## src/two_beam_object_length_meter_top_assert.svh

```systemverilog
// ---------------------------------------------------------------------------
// two-beam object length meter: assertion macros
// shared forms of the concurrent checks used in the rtl
// ---------------------------------------------------------------------------
`ifndef TWO_BEAM_OBJECT_LENGTH_METER_TOP_ASSERT_SVH
`define TWO_BEAM_OBJECT_LENGTH_METER_TOP_ASSERT_SVH

// condition holds on every clock edge out of reset
`define TBOLM_ASSERT_ALWAYS(label, clk, rst, cond) \
   label: assert property (@(posedge clk) disable iff (rst) (cond)) \
      else $error("tbolm: invariant violated");

// consequent holds in the cycle of the antecedent
`define TBOLM_ASSERT_IMPLY(label, clk, rst, ante, cons) \
   label: assert property (@(posedge clk) disable iff (rst) (ante) |-> (cons)) \
      else $error("tbolm: implication violated");

`endif

```

## src/tbolm_pkg.sv

```systemverilog
// ---------------------------------------------------------------------------
// tbolm_pkg
// types, constants and helpers shared by the length meter modules
// ---------------------------------------------------------------------------
package tbolm_pkg;

   localparam int QUEUE_DEPTH = 8;
   localparam int TIME_BITS   = 32;
   localparam int EDGE_W      = 32;
   localparam int DIST_W      = 20;
   localparam int LEN_W       = 32;

   localparam int IDX_W  = $clog2(QUEUE_DEPTH);
   localparam int FILL_W = $clog2(QUEUE_DEPTH + 1);
   localparam int SUM_W  = FILL_W + 1;
   localparam int REM_W  = TIME_BITS + 1;
   localparam int PROD_W = REM_W + DIST_W;
   localparam int CNT_W  = $clog2(PROD_W);

   localparam logic [FILL_W-1:0] FILL_ONE  = FILL_W'(1);
   localparam logic [FILL_W-1:0] FILL_TWO  = FILL_W'(2);
   localparam logic [FILL_W-1:0] FILL_FULL = FILL_W'(QUEUE_DEPTH);
   localparam logic [CNT_W-1:0]  DIV_LAST  = CNT_W'(PROD_W - 1);
   localparam logic [DIST_W-1:0] DIST_RESET = DIST_W'(100000);

   typedef enum logic {
      CMD_RECORD = 1'b0,
      CMD_CLEAR  = 1'b1
   } command_type;

   typedef enum logic {
      SENSOR_A = 1'b0,
      SENSOR_B = 1'b1
   } sensor_type;

   typedef enum logic [1:0] {
      STATUS_OK         = 2'd0,
      STATUS_ZERO_DELAY = 2'd1,
      STATUS_SATURATED  = 2'd2,
      STATUS_DROPPED    = 2'd3
   } status_type;

   typedef enum logic [1:0] {
      EMIT_DROP = 2'd0,
      EMIT_ZERO = 2'd1,
      EMIT_CALC = 2'd2
   } emit_type;

   typedef struct packed {
      command_type       command;
      sensor_type        sensor_select;
      logic [EDGE_W-1:0] edge_time;
   } req_payload_type;

   typedef struct packed {
      status_type       status;
      logic [LEN_W-1:0] object_length;
   } rsp_payload_type;

   typedef struct packed {
      logic     clear;
      logic     push;
      logic     rd_next;
      logic     cap_in;
      logic     pop;
      logic     calc_diff;
      logic     calc_sum;
      logic     mul;
      logic     div_step;
      logic     load;
      emit_type emit_kind;
   } dp_cmd_type;

   typedef struct packed {
      logic item_clear;
      logic item_full;
      logic pair_ready;
      logic den_zero;
      logic div_last;
      logic out_free;
   } dp_status_type;

   function automatic logic [IDX_W-1:0] idx_add(input logic [IDX_W-1:0]  base,
                                                input logic [FILL_W-1:0] step);
      logic [SUM_W-1:0] sum;
      sum = SUM_W'(base) + SUM_W'(step);
      if (sum >= SUM_W'(QUEUE_DEPTH)) begin
         sum = sum - SUM_W'(QUEUE_DEPTH);
      end
      return sum[IDX_W-1:0];
   endfunction

   function automatic logic [TIME_BITS-1:0] abs_diff(input logic [TIME_BITS-1:0] x,
                                                     input logic [TIME_BITS-1:0] y);
      logic [TIME_BITS-1:0] d;
      d = x - y;
      if (d[TIME_BITS-1]) begin
         d = ~d + TIME_BITS'(1);
      end
      return d;
   endfunction

endpackage

```

## src/tbolm_ram.sv

```systemverilog
// ---------------------------------------------------------------------------
// tbolm_ram
// generic single write, single read ram with registered read data
// ---------------------------------------------------------------------------
module tbolm_ram #(
   parameter int WIDTH = 32,
   parameter int DEPTH = 8
) (
   input  logic                     clock,
   input  logic                     wr_en,
   input  logic [$clog2(DEPTH)-1:0] wr_addr,
   input  logic [WIDTH-1:0]         wr_data,
   input  logic [$clog2(DEPTH)-1:0] rd_addr,
   output logic [WIDTH-1:0]         rd_data
);

   logic [WIDTH-1:0] mem_ff [DEPTH];
   logic [WIDTH-1:0] rd_data_ff;

   always_ff @(posedge clock) begin
      if (wr_en) begin
         mem_ff[wr_addr] <= wr_data;
      end
      rd_data_ff <= mem_ff[rd_addr];
   end

   assign rd_data = rd_data_ff;

endmodule

```

## src/tbolm_ctrl.sv

```systemverilog
// ---------------------------------------------------------------------------
// tbolm_ctrl
// sequencer: queue clear, push and pop, difference and sum steps, multiply,
// bit-serial divide and result hand-off
// ---------------------------------------------------------------------------
module tbolm_ctrl (
   input  logic                     clock,
   input  logic                     reset,
   input  logic                     req_valid,
   output logic                     req_ready,
   input  tbolm_pkg::dp_status_type status,
   output tbolm_pkg::dp_cmd_type    cmd
);

   typedef enum logic [11:0] {
      ST_IDLE      = 12'b0000_0000_0001,
      ST_CHECK     = 12'b0000_0000_0010,
      ST_RD0       = 12'b0000_0000_0100,
      ST_RD1       = 12'b0000_0000_1000,
      ST_RD2       = 12'b0000_0001_0000,
      ST_DIFF      = 12'b0000_0010_0000,
      ST_SUM       = 12'b0000_0100_0000,
      ST_MUL       = 12'b0000_1000_0000,
      ST_DIV       = 12'b0001_0000_0000,
      ST_EMIT_DROP = 12'b0010_0000_0000,
      ST_EMIT_ZERO = 12'b0100_0000_0000,
      ST_EMIT_CALC = 12'b1000_0000_0000
   } state_type;

   state_type state_ff;
   state_type state_in;

   always_comb begin
      state_in  = state_ff;
      cmd       = '0;
      req_ready = 1'b0;
      unique case (state_ff)
         ST_IDLE: begin
            req_ready = 1'b1;
            if (req_valid) begin
               priority if (status.item_clear) begin
                  cmd.clear = 1'b1;
               end else if (status.item_full) begin
                  state_in = ST_EMIT_DROP;
               end else begin
                  cmd.push = 1'b1;
                  state_in = ST_CHECK;
               end
            end
         end
         ST_CHECK: begin
            state_in = status.pair_ready ? ST_RD0 : ST_IDLE;
         end
         ST_RD0: begin
            state_in = ST_RD1;
         end
         ST_RD1: begin
            cmd.rd_next = 1'b1;
            cmd.cap_in  = 1'b1;
            state_in    = ST_RD2;
         end
         ST_RD2: begin
            cmd.pop  = 1'b1;
            state_in = ST_DIFF;
         end
         ST_DIFF: begin
            cmd.calc_diff = 1'b1;
            state_in      = ST_SUM;
         end
         ST_SUM: begin
            cmd.calc_sum = 1'b1;
            state_in     = ST_MUL;
         end
         ST_MUL: begin
            if (status.den_zero) begin
               state_in = ST_EMIT_ZERO;
            end else begin
               cmd.mul  = 1'b1;
               state_in = ST_DIV;
            end
         end
         ST_DIV: begin
            cmd.div_step = 1'b1;
            if (status.div_last) begin
               state_in = ST_EMIT_CALC;
            end
         end
         ST_EMIT_DROP: begin
            cmd.emit_kind = tbolm_pkg::EMIT_DROP;
            if (status.out_free) begin
               cmd.load = 1'b1;
               state_in = ST_IDLE;
            end
         end
         ST_EMIT_ZERO: begin
            cmd.emit_kind = tbolm_pkg::EMIT_ZERO;
            if (status.out_free) begin
               cmd.load = 1'b1;
               state_in = ST_IDLE;
            end
         end
         ST_EMIT_CALC: begin
            cmd.emit_kind = tbolm_pkg::EMIT_CALC;
            if (status.out_free) begin
               cmd.load = 1'b1;
               state_in = ST_IDLE;
            end
         end
         default: begin
            state_in = ST_IDLE;
         end
      endcase
   end

   always_ff @(posedge clock) begin
      if (reset) begin
         state_ff <= ST_IDLE;
      end else begin
         state_ff <= state_in;
      end
   end

endmodule

```

## src/tbolm_dp.sv

```systemverilog
// ---------------------------------------------------------------------------
// tbolm_dp
// timestamp queues, distance register, difference and sum stages,
// multiplier, restoring divider and result register
// ---------------------------------------------------------------------------
`include "two_beam_object_length_meter_top_assert.svh"

module tbolm_dp (
   input  logic                                 clock,
   input  logic                                 reset,
   input  tbolm_pkg::dp_cmd_type                cmd,
   output tbolm_pkg::dp_status_type             status,
   input  tbolm_pkg::req_payload_type           req_payload,
   input  logic                                 csr_valid,
   output logic                                 csr_ready,
   input  logic [tbolm_pkg::DIST_W-1:0]         csr_data,
   output logic                                 rsp_valid,
   input  logic                                 rsp_ready,
   output tbolm_pkg::rsp_payload_type           rsp_payload
);

   logic [tbolm_pkg::DIST_W-1:0]    dist_ff,    dist_in;
   logic [tbolm_pkg::IDX_W-1:0]     head_a_ff,  head_a_in;
   logic [tbolm_pkg::IDX_W-1:0]     head_b_ff,  head_b_in;
   logic [tbolm_pkg::FILL_W-1:0]    fill_a_ff,  fill_a_in;
   logic [tbolm_pkg::FILL_W-1:0]    fill_b_ff,  fill_b_in;
   logic [tbolm_pkg::TIME_BITS-1:0] ain_ff,     ain_in;
   logic [tbolm_pkg::TIME_BITS-1:0] aout_ff,    aout_in;
   logic [tbolm_pkg::TIME_BITS-1:0] bin_ff,     bin_in;
   logic [tbolm_pkg::TIME_BITS-1:0] bout_ff,    bout_in;
   logic [tbolm_pkg::TIME_BITS-1:0] dab_in_ff,  dab_in_in;
   logic [tbolm_pkg::TIME_BITS-1:0] dab_out_ff, dab_out_in;
   logic [tbolm_pkg::TIME_BITS-1:0] da_ff,      da_in;
   logic [tbolm_pkg::TIME_BITS-1:0] db_ff,      db_in;
   logic [tbolm_pkg::REM_W-1:0]     num_ff,     num_in;
   logic [tbolm_pkg::REM_W-1:0]     den_ff,     den_in;
   logic [tbolm_pkg::PROD_W-1:0]    prod_ff,    prod_in;
   logic [tbolm_pkg::REM_W-1:0]     rem_ff,     rem_in;
   logic [tbolm_pkg::LEN_W-1:0]     quo_ff,     quo_in;
   logic                            ovf_ff,     ovf_in;
   logic [tbolm_pkg::CNT_W-1:0]     cnt_ff,     cnt_in;
   logic                            rsp_valid_ff, rsp_valid_in;
   tbolm_pkg::rsp_payload_type      rsp_data_ff,  rsp_data_in;

   logic [tbolm_pkg::TIME_BITS-1:0] stamp;
   logic                            push_a;
   logic                            push_b;
   logic [tbolm_pkg::IDX_W-1:0]     wr_addr_a;
   logic [tbolm_pkg::IDX_W-1:0]     wr_addr_b;
   logic [tbolm_pkg::IDX_W-1:0]     rd_addr_a;
   logic [tbolm_pkg::IDX_W-1:0]     rd_addr_b;
   logic [tbolm_pkg::TIME_BITS-1:0] rd_data_a;
   logic [tbolm_pkg::TIME_BITS-1:0] rd_data_b;
   logic [tbolm_pkg::REM_W:0]       rem_shift;
   logic [tbolm_pkg::REM_W:0]       den_ext;
   logic                            quo_bit;

   // queue write and read addressing
   assign stamp     = req_payload.edge_time[tbolm_pkg::TIME_BITS-1:0];
   assign push_a    = cmd.push && (req_payload.sensor_select == tbolm_pkg::SENSOR_A);
   assign push_b    = cmd.push && (req_payload.sensor_select == tbolm_pkg::SENSOR_B);
   assign wr_addr_a = tbolm_pkg::idx_add(head_a_ff, fill_a_ff);
   assign wr_addr_b = tbolm_pkg::idx_add(head_b_ff, fill_b_ff);
   assign rd_addr_a = cmd.rd_next ? tbolm_pkg::idx_add(head_a_ff, tbolm_pkg::FILL_ONE)
                                  : head_a_ff;
   assign rd_addr_b = cmd.rd_next ? tbolm_pkg::idx_add(head_b_ff, tbolm_pkg::FILL_ONE)
                                  : head_b_ff;

   tbolm_ram #(
      .WIDTH (tbolm_pkg::TIME_BITS),
      .DEPTH (tbolm_pkg::QUEUE_DEPTH)
   ) u_queue_a (
      .clock   (clock),
      .wr_en   (push_a),
      .wr_addr (wr_addr_a),
      .wr_data (stamp),
      .rd_addr (rd_addr_a),
      .rd_data (rd_data_a)
   );

   tbolm_ram #(
      .WIDTH (tbolm_pkg::TIME_BITS),
      .DEPTH (tbolm_pkg::QUEUE_DEPTH)
   ) u_queue_b (
      .clock   (clock),
      .wr_en   (push_b),
      .wr_addr (wr_addr_b),
      .wr_data (stamp),
      .rd_addr (rd_addr_b),
      .rd_data (rd_data_b)
   );

   // one restoring divide step
   assign rem_shift = {rem_ff, prod_ff[tbolm_pkg::PROD_W-1]};
   assign den_ext   = {1'b0, den_ff};
   assign quo_bit   = (rem_shift >= den_ext);

   always_comb begin
      dist_in      = dist_ff;
      head_a_in    = head_a_ff;
      head_b_in    = head_b_ff;
      fill_a_in    = fill_a_ff;
      fill_b_in    = fill_b_ff;
      ain_in       = ain_ff;
      aout_in      = aout_ff;
      bin_in       = bin_ff;
      bout_in      = bout_ff;
      dab_in_in    = dab_in_ff;
      dab_out_in   = dab_out_ff;
      da_in        = da_ff;
      db_in        = db_ff;
      num_in       = num_ff;
      den_in       = den_ff;
      prod_in      = prod_ff;
      rem_in       = rem_ff;
      quo_in       = quo_ff;
      ovf_in       = ovf_ff;
      cnt_in       = cnt_ff;
      rsp_valid_in = rsp_valid_ff;
      rsp_data_in  = rsp_data_ff;

      if (csr_valid) begin
         dist_in = csr_data;
      end

      if (cmd.clear) begin
         head_a_in = '0;
         head_b_in = '0;
         fill_a_in = '0;
         fill_b_in = '0;
      end

      if (push_a) begin
         fill_a_in = fill_a_ff + tbolm_pkg::FILL_ONE;
      end
      if (push_b) begin
         fill_b_in = fill_b_ff + tbolm_pkg::FILL_ONE;
      end

      if (cmd.cap_in) begin
         ain_in = rd_data_a;
         bin_in = rd_data_b;
      end

      if (cmd.pop) begin
         aout_in   = rd_data_a;
         bout_in   = rd_data_b;
         head_a_in = tbolm_pkg::idx_add(head_a_ff, tbolm_pkg::FILL_TWO);
         head_b_in = tbolm_pkg::idx_add(head_b_ff, tbolm_pkg::FILL_TWO);
         fill_a_in = fill_a_ff - tbolm_pkg::FILL_TWO;
         fill_b_in = fill_b_ff - tbolm_pkg::FILL_TWO;
      end

      if (cmd.calc_diff) begin
         dab_in_in  = tbolm_pkg::abs_diff(ain_ff, bin_ff);
         dab_out_in = tbolm_pkg::abs_diff(aout_ff, bout_ff);
         da_in      = aout_ff - ain_ff;
         db_in      = bout_ff - bin_ff;
      end

      if (cmd.calc_sum) begin
         num_in = {1'b0, da_ff} + {1'b0, db_ff};
         den_in = {1'b0, dab_in_ff} + {1'b0, dab_out_ff};
      end

      if (cmd.mul) begin
         prod_in = tbolm_pkg::PROD_W'(num_ff) * tbolm_pkg::PROD_W'(dist_ff);
         rem_in  = '0;
         quo_in  = '0;
         ovf_in  = 1'b0;
         cnt_in  = '0;
      end

      if (cmd.div_step) begin
         prod_in = {prod_ff[tbolm_pkg::PROD_W-2:0], 1'b0};
         rem_in  = quo_bit ? tbolm_pkg::REM_W'(rem_shift - den_ext)
                           : rem_shift[tbolm_pkg::REM_W-1:0];
         quo_in  = {quo_ff[tbolm_pkg::LEN_W-2:0], quo_bit};
         ovf_in  = ovf_ff | quo_ff[tbolm_pkg::LEN_W-1];
         cnt_in  = cnt_ff + tbolm_pkg::CNT_W'(1);
      end

      if (cmd.load) begin
         rsp_valid_in = 1'b1;
         unique case (cmd.emit_kind)
            tbolm_pkg::EMIT_DROP: begin
               rsp_data_in.status        = tbolm_pkg::STATUS_DROPPED;
               rsp_data_in.object_length = '0;
            end
            tbolm_pkg::EMIT_ZERO: begin
               rsp_data_in.status        = tbolm_pkg::STATUS_ZERO_DELAY;
               rsp_data_in.object_length = '0;
            end
            tbolm_pkg::EMIT_CALC: begin
               if (ovf_ff) begin
                  rsp_data_in.status        = tbolm_pkg::STATUS_SATURATED;
                  rsp_data_in.object_length = '1;
               end else begin
                  rsp_data_in.status        = tbolm_pkg::STATUS_OK;
                  rsp_data_in.object_length = quo_ff;
               end
            end
            default: begin
               rsp_data_in.status        = tbolm_pkg::STATUS_DROPPED;
               rsp_data_in.object_length = '0;
            end
         endcase
      end else if (rsp_ready) begin
         rsp_valid_in = 1'b0;
      end
   end

   always_ff @(posedge clock) begin
      if (reset) begin
         dist_ff      <= tbolm_pkg::DIST_RESET;
         head_a_ff    <= '0;
         head_b_ff    <= '0;
         fill_a_ff    <= '0;
         fill_b_ff    <= '0;
         rsp_valid_ff <= 1'b0;
      end else begin
         dist_ff      <= dist_in;
         head_a_ff    <= head_a_in;
         head_b_ff    <= head_b_in;
         fill_a_ff    <= fill_a_in;
         fill_b_ff    <= fill_b_in;
         rsp_valid_ff <= rsp_valid_in;
      end
   end

   always_ff @(posedge clock) begin
      ain_ff      <= ain_in;
      aout_ff     <= aout_in;
      bin_ff      <= bin_in;
      bout_ff     <= bout_in;
      dab_in_ff   <= dab_in_in;
      dab_out_ff  <= dab_out_in;
      da_ff       <= da_in;
      db_ff       <= db_in;
      num_ff      <= num_in;
      den_ff      <= den_in;
      prod_ff     <= prod_in;
      rem_ff      <= rem_in;
      quo_ff      <= quo_in;
      ovf_ff      <= ovf_in;
      cnt_ff      <= cnt_in;
      rsp_data_ff <= rsp_data_in;
   end

   // status towards the sequencer
   assign status.item_clear = (req_payload.command == tbolm_pkg::CMD_CLEAR);
   assign status.item_full  = (req_payload.sensor_select == tbolm_pkg::SENSOR_A)
                              ? (fill_a_ff == tbolm_pkg::FILL_FULL)
                              : (fill_b_ff == tbolm_pkg::FILL_FULL);
   assign status.pair_ready = (fill_a_ff >= tbolm_pkg::FILL_TWO) &&
                              (fill_b_ff >= tbolm_pkg::FILL_TWO);
   assign status.den_zero   = (den_ff == '0);
   assign status.div_last   = (cnt_ff == tbolm_pkg::DIV_LAST);
   assign status.out_free   = !rsp_valid_ff || rsp_ready;

   assign csr_ready   = 1'b1;
   assign rsp_valid   = rsp_valid_ff;
   assign rsp_payload = rsp_data_ff;

   `TBOLM_ASSERT_ALWAYS(a_fill_bound, clock, reset,
      (fill_a_ff <= tbolm_pkg::FILL_FULL) && (fill_b_ff <= tbolm_pkg::FILL_FULL))
   `TBOLM_ASSERT_IMPLY(a_pop_has_pairs, clock, reset, cmd.pop,
      (fill_a_ff >= tbolm_pkg::FILL_TWO) && (fill_b_ff >= tbolm_pkg::FILL_TWO))
   `TBOLM_ASSERT_IMPLY(a_load_no_overwrite, clock, reset, cmd.load,
      !rsp_valid_ff || rsp_ready)
   `TBOLM_ASSERT_IMPLY(a_rem_below_den, clock, reset, cmd.div_step, rem_ff < den_ff)

endmodule

```

## src/two_beam_object_length_meter_top.sv

```systemverilog
// ---------------------------------------------------------------------------
// two_beam_object_length_meter_top
// length from two barrier timestamp queues: distance times summed
// occupancy over summed barrier delays, with drop, zero and overflow status
//
//   channel  direction  payload                              handshake
//   req      in         command, sensor_select, edge_time    req_valid/ready
//   rsp      out        status, object_length                rsp_valid/ready
//   csr      in         barrier spacing                      csr_valid/ready
//
// clear acts in the idle state; a queued timestamp passes a check state, a drop its emit state
// a measurement passes read, difference, sum and multiply steps and the one bit a cycle divider
// synchronous reset, queues empty at once, no memory clearing pass
// a new beat is taken while a result waits in the output register
// a further result then waits in the sequencer until that register frees
// ---------------------------------------------------------------------------
module two_beam_object_length_meter_top (
   input  logic                         clock,
   input  logic                         reset,
   input  logic                         req_valid,
   output logic                         req_ready,
   input  tbolm_pkg::req_payload_type   req_payload,
   output logic                         rsp_valid,
   input  logic                         rsp_ready,
   output tbolm_pkg::rsp_payload_type   rsp_payload,
   input  logic                         csr_valid,
   output logic                         csr_ready,
   input  logic [tbolm_pkg::DIST_W-1:0] csr_data
);

   tbolm_pkg::dp_cmd_type    cmd;
   tbolm_pkg::dp_status_type status;

   tbolm_ctrl u_ctrl (
      .clock     (clock),
      .reset     (reset),
      .req_valid (req_valid),
      .req_ready (req_ready),
      .status    (status),
      .cmd       (cmd)
   );

   tbolm_dp u_dp (
      .clock       (clock),
      .reset       (reset),
      .cmd         (cmd),
      .status      (status),
      .req_payload (req_payload),
      .csr_valid   (csr_valid),
      .csr_ready   (csr_ready),
      .csr_data    (csr_data),
      .rsp_valid   (rsp_valid),
      .rsp_ready   (rsp_ready),
      .rsp_payload (rsp_payload)
   );

endmodule
```

## config.mk

```make
export PLATFORM = sky130hd
export DESIGN_NAME = two_beam_object_length_meter_top
export DESIGN_NICKNAME = d
export VERILOG_FILES = /design/src/tbolm_pkg.sv /design/src/tbolm_ram.sv /design/src/tbolm_ctrl.sv /design/src/tbolm_dp.sv /design/src/two_beam_object_length_meter_top.sv
export VERILOG_INCLUDE_DIRS = /design/src /design/src/src
export SDC_FILE = /design/constraint.sdc
export NUM_CORES = 2
export LEC_CHECK = 0
export BUFFER_PORTS_ARGS = -buffer_cell sky130_fd_sc_hd__buf_2
export CAP_MARGIN = 20
export CORE_ASPECT_RATIO = 0.9
export CORE_MARGIN = 2
export CORE_UTILIZATION = 40
export DETAILED_ROUTE_END_ITERATION = 8
export SETUP_SLACK_MARGIN = 0.05
export SYNTH_ARGS = -nofsm -noshare
export SYNTH_HDL_FRONTEND = slang
export SYNTH_HIERARCHICAL = 1
export SYNTH_SLANG_ARGS = --single-unit
```

## constraint.sdc

```tcl
create_clock -name clock -period 12.3 [get_ports clock]
set_input_delay 0.615 -clock clock [delete_from_list [all_inputs] [get_ports clock]]
set_output_delay 0.615 -clock clock [all_outputs]
set_load 0.01 [all_outputs]
```

==> results.txt <==
Outcome - completed
Vias post-DR - 46600
Worst EP arrival - 8.88 ns
Die width - 455 um
Worst-Margin Slew - 1.31 ns
Dpl cells - 8592
Vias in the first global route - 47300
Max cap viols - 0
Post-Synth Simple-Gate Area - 11.2%
Adder-cell share of the synthesized area - 22.2%
Hold-fix buffers, CTS - 0
Initial antenna violation count - 19
Synth Warn # - 6
GPL Wtd Cong - 0.880
Synthesized flop and latch total - 1102
Main combinational cell family by area after synthesis - adder cells
Detail Route Antenna Nets - 0
Minimum clock period - 8.44 ns
CTS tree - done
XOR/XNOR share of the synthesized area - 3.43%
Die H - 410 um
Leakage power - 32.7 nW
FFs w/ async S/R, synth - 0%
Seq/Total Area, Yosys - 43.6%
Synth-to-Final Area Change - 9.38%
Skew final - 0.0521 ns
Core Rows - 149
Crit-path max FO - 20
Crit path capture type - flop
Clk sinks - 1102
Most frequent cells in the layout - edfxtp_1, inv_1, nand2_1, fa_1, ha_1
Final wirelength - 177000 um
Core area - 183000 um^2
Period utilization - 68.6%
Worst-skew pair later-pin latency - 0.76 ns
Max Clk Rate - 0.118 GHz
Max stage delay on crit path - 1.02 ns
GRT overflow - 0
CTS clock-pin slew for the worst setup and hold paths - 0.06 ns
Mux share of post-synthesis cell area - 5.63%
Average instance area after synthesis - 11.7 um^2
Post-synth EDFFs - 992
Overall Global Routing Usage - 19.1%
Setup Buffers After CTS - 0
Synth Cell Area - 73300 um^2
Crit-path slowest cell - edfxtp_1
Mapped Nets - 7276
Worst hold path type - input port to flop
Full die area - 187000 um^2
Setup Crit Path Kind - flop to flop
DRC - 0
VDD IR-drop max - 0.218 mV
Synth Flop Type - edfxtp_1
DP HPWL - 126000 um
Input/output buffers - 94
Wire length per cell - 20.1 um
Pwr Total - 13.0 mW
Largest net degree at the start of global routing - 121
Compound-Gate Fraction of Synth Area - 8.07%
Distinct cells, synth - 106
Most common cell after layout, fill and taps aside - edfxtp_1
# nets final - 7310
Final Instance Count excl. Fillers - 8801
Nature of the critical path startpoint - flop
Fill cells - 16800
Final hold vios - 0
Final setup violation count - 0
First-pass GRT wire length - 276000 um
Required time of the worst setup path - 12.74 ns
DRT Pass-1 Iters - 5
Power Density - 162 nW/um^2
Fraction of layout cells with a size suffix above 1 - 8.35%
Drt initial violations - 3611
H-tree Lvls - 3
I/O pins - 96
Worst-path cell chain - and2_1, fa_1, fa_1, inv_1, fa_1, inv_1, fa_1, fa_1, fa_1, inv_1, fa_1, inv_1, ha_1, a21o_1, a21o_1, a221oi_1, o21ai_0, nor3_1, a21o_1, a21oi_1, o41ai_1, o21ai_0, xnor2_1, o21ai_0
RSZ-0062 raised after global routing - false
Max Buffers Root-to-Sink - 3
Root buf cell - clkbuf_16
Post_cts resized - 0
Rel. slew slack - 12.4%
Setup TNS Final - 0 ns
Final Max Slew Viols - 0
Synth Instances - 6255
Vias/cell - 5.30
CP most frequent cell - fa_1
Starting Density - 40.1%
Num CTS Buffers - 108
layout make-up:
class / count / area [um^2] / area share, %
Clock buffer: 154 / 3040 / 3.79
Inverter: 858 / 3220 / 4.02
Sequential cell: 1102 / 32000 / 39.9
Antenna cell: 3 / 7.51 / 0.00936
Clock inverter: 49 / 584 / 0.729
Timing Repair Buffer: 171 / 1120 / 1.40
Multi-Input combinational cell: 4048 / 37200 / 46.4
Tap cell: 2416 / 3020 / 3.77
critical path: cells and delay by family (launching register included):
kind | cells | cell delay [ns]
AND/OR/NAND/NOR | 2 | 0.49
XOR/XNOR | 1 | 0.19
flip-flops | 1 | 1.02
AO/OA/AOI/OAI | 9 | 2.37
buffers and inverters | 4 | 0.20
adder cells (fa/ha/maj) | 8 | 3.86
synthesized netlist by cell type (43+ instances only):
cell type  number  area (um^2)
dfxtp_1       110         2200
fa_1          561        11200
nor2_1        297         1110
nand3_1        94          470
ha_1          401         5020
nand2_1       585         2200
mux4_2         48         1080
xor2_1         92          806
o21ai_0       169          846
inv_1         857         3220
a21o_1        140         1050
a21oi_1       268         1340
nand2b_1       45          282
and3_1         43          269
mux4_1         80         2100
clkbuf_1      201          754
and2_1        337         2110
edfxtp_1      992        29800
nor3_1         71          355
mux2_2         66          743
xnor2_1       195         1710
power by group:
part | switching (mW) | internal, mW | total (mW)
Sequential | 0.0200 | 4.08 | 4.10
Combinational | 3.35 | 2.20 | 5.55
Clock | 1.49 | 1.89 | 3.37
path summary, 6_finish.rpt:
path	start	to	slack [ns]	depth (start not counted)
max	u_dp/num_ff[16]	u_dp/prod_ff[47]	3.86	24
min	csr_data[5]	u_dp/dist_ff[5]	0.13	2
min reg2reg	u_dp/u_queue_b/rd_data[24]	u_dp/bin_ff[24]	0.43	0
max reg2reg	u_dp/num_ff[16]	u_dp/prod_ff[47]	3.86	24
routing by layer:
metal / vias up / wire (um) / GRT usage, %
met2: 1292 / 80300 / 29.9
met5: - / 103 / 0
met1: 23400 / 81900 / 27.5
met3: 275 / 10300 / 3.00
met4: 18 / 4420 / 4.94
li1: 21600 / - / -
cell families after synthesis:
| family | count (synthesis) |
|---|---|
| AO/OA/AOI/OAI | 912 |
| other | 1 |
| XOR/XNOR | 287 |
| buffers and inverters | 1105 |
| AND/OR/NAND/NOR | 1672 |
| flip-flops | 1102 |
| multiplexers | 214 |
| adder cells (fa/ha/maj) | 962 |
through the flow:
| stage | utilization [%] | setup slack (ns) | cell area, um^2 | hold slack [ns] |
|---|---|---|---|---|
| after floorplan | - | 1.46 | 73300 | 0.404 |
| after global placement | 41.9 | 3.85 | 76500 | 0.405 |
| after detailed placement | 41.9 | 3.70 | 76500 | 0.413 |
| after CTS | 43.9 | 3.66 | 80100 | 0.0635 |
| after global routing | 43.9 | 3.44 | 80200 | 0.0910 |
| final | 43.9 | 3.86 | 80200 | 0.125 |
state kept, by name, indices dropped and copies added (netlist names), 6 cells and up:
name / flops
u_dp/bout_ff: 32
u_ctrl/state_ff: 12
u_dp/num_ff: 33
u_dp/den_ff: 33
u_dp/rem_ff: 33
u_dp/dist_ff: 20
u_dp/ain_ff: 32
u_dp/bin_ff: 32
u_dp/u_queue_a/mem_ff: 256
u_dp/dab_out_ff: 32
u_dp/cnt_ff: 6
u_dp/da_ff: 32
u_dp/u_queue_b/rd_data: 32
u_dp/u_queue_a/rd_data: 32
u_dp/db_ff: 32
u_dp/prod_ff: 53
u_dp/aout_ff: 32
u_dp/dab_in_ff: 32
u_dp/u_queue_b/mem_ff: 256
u_dp/quo_ff: 32
u_dp/rsp_payload: 34
Power figures use the tool's default switching activity.
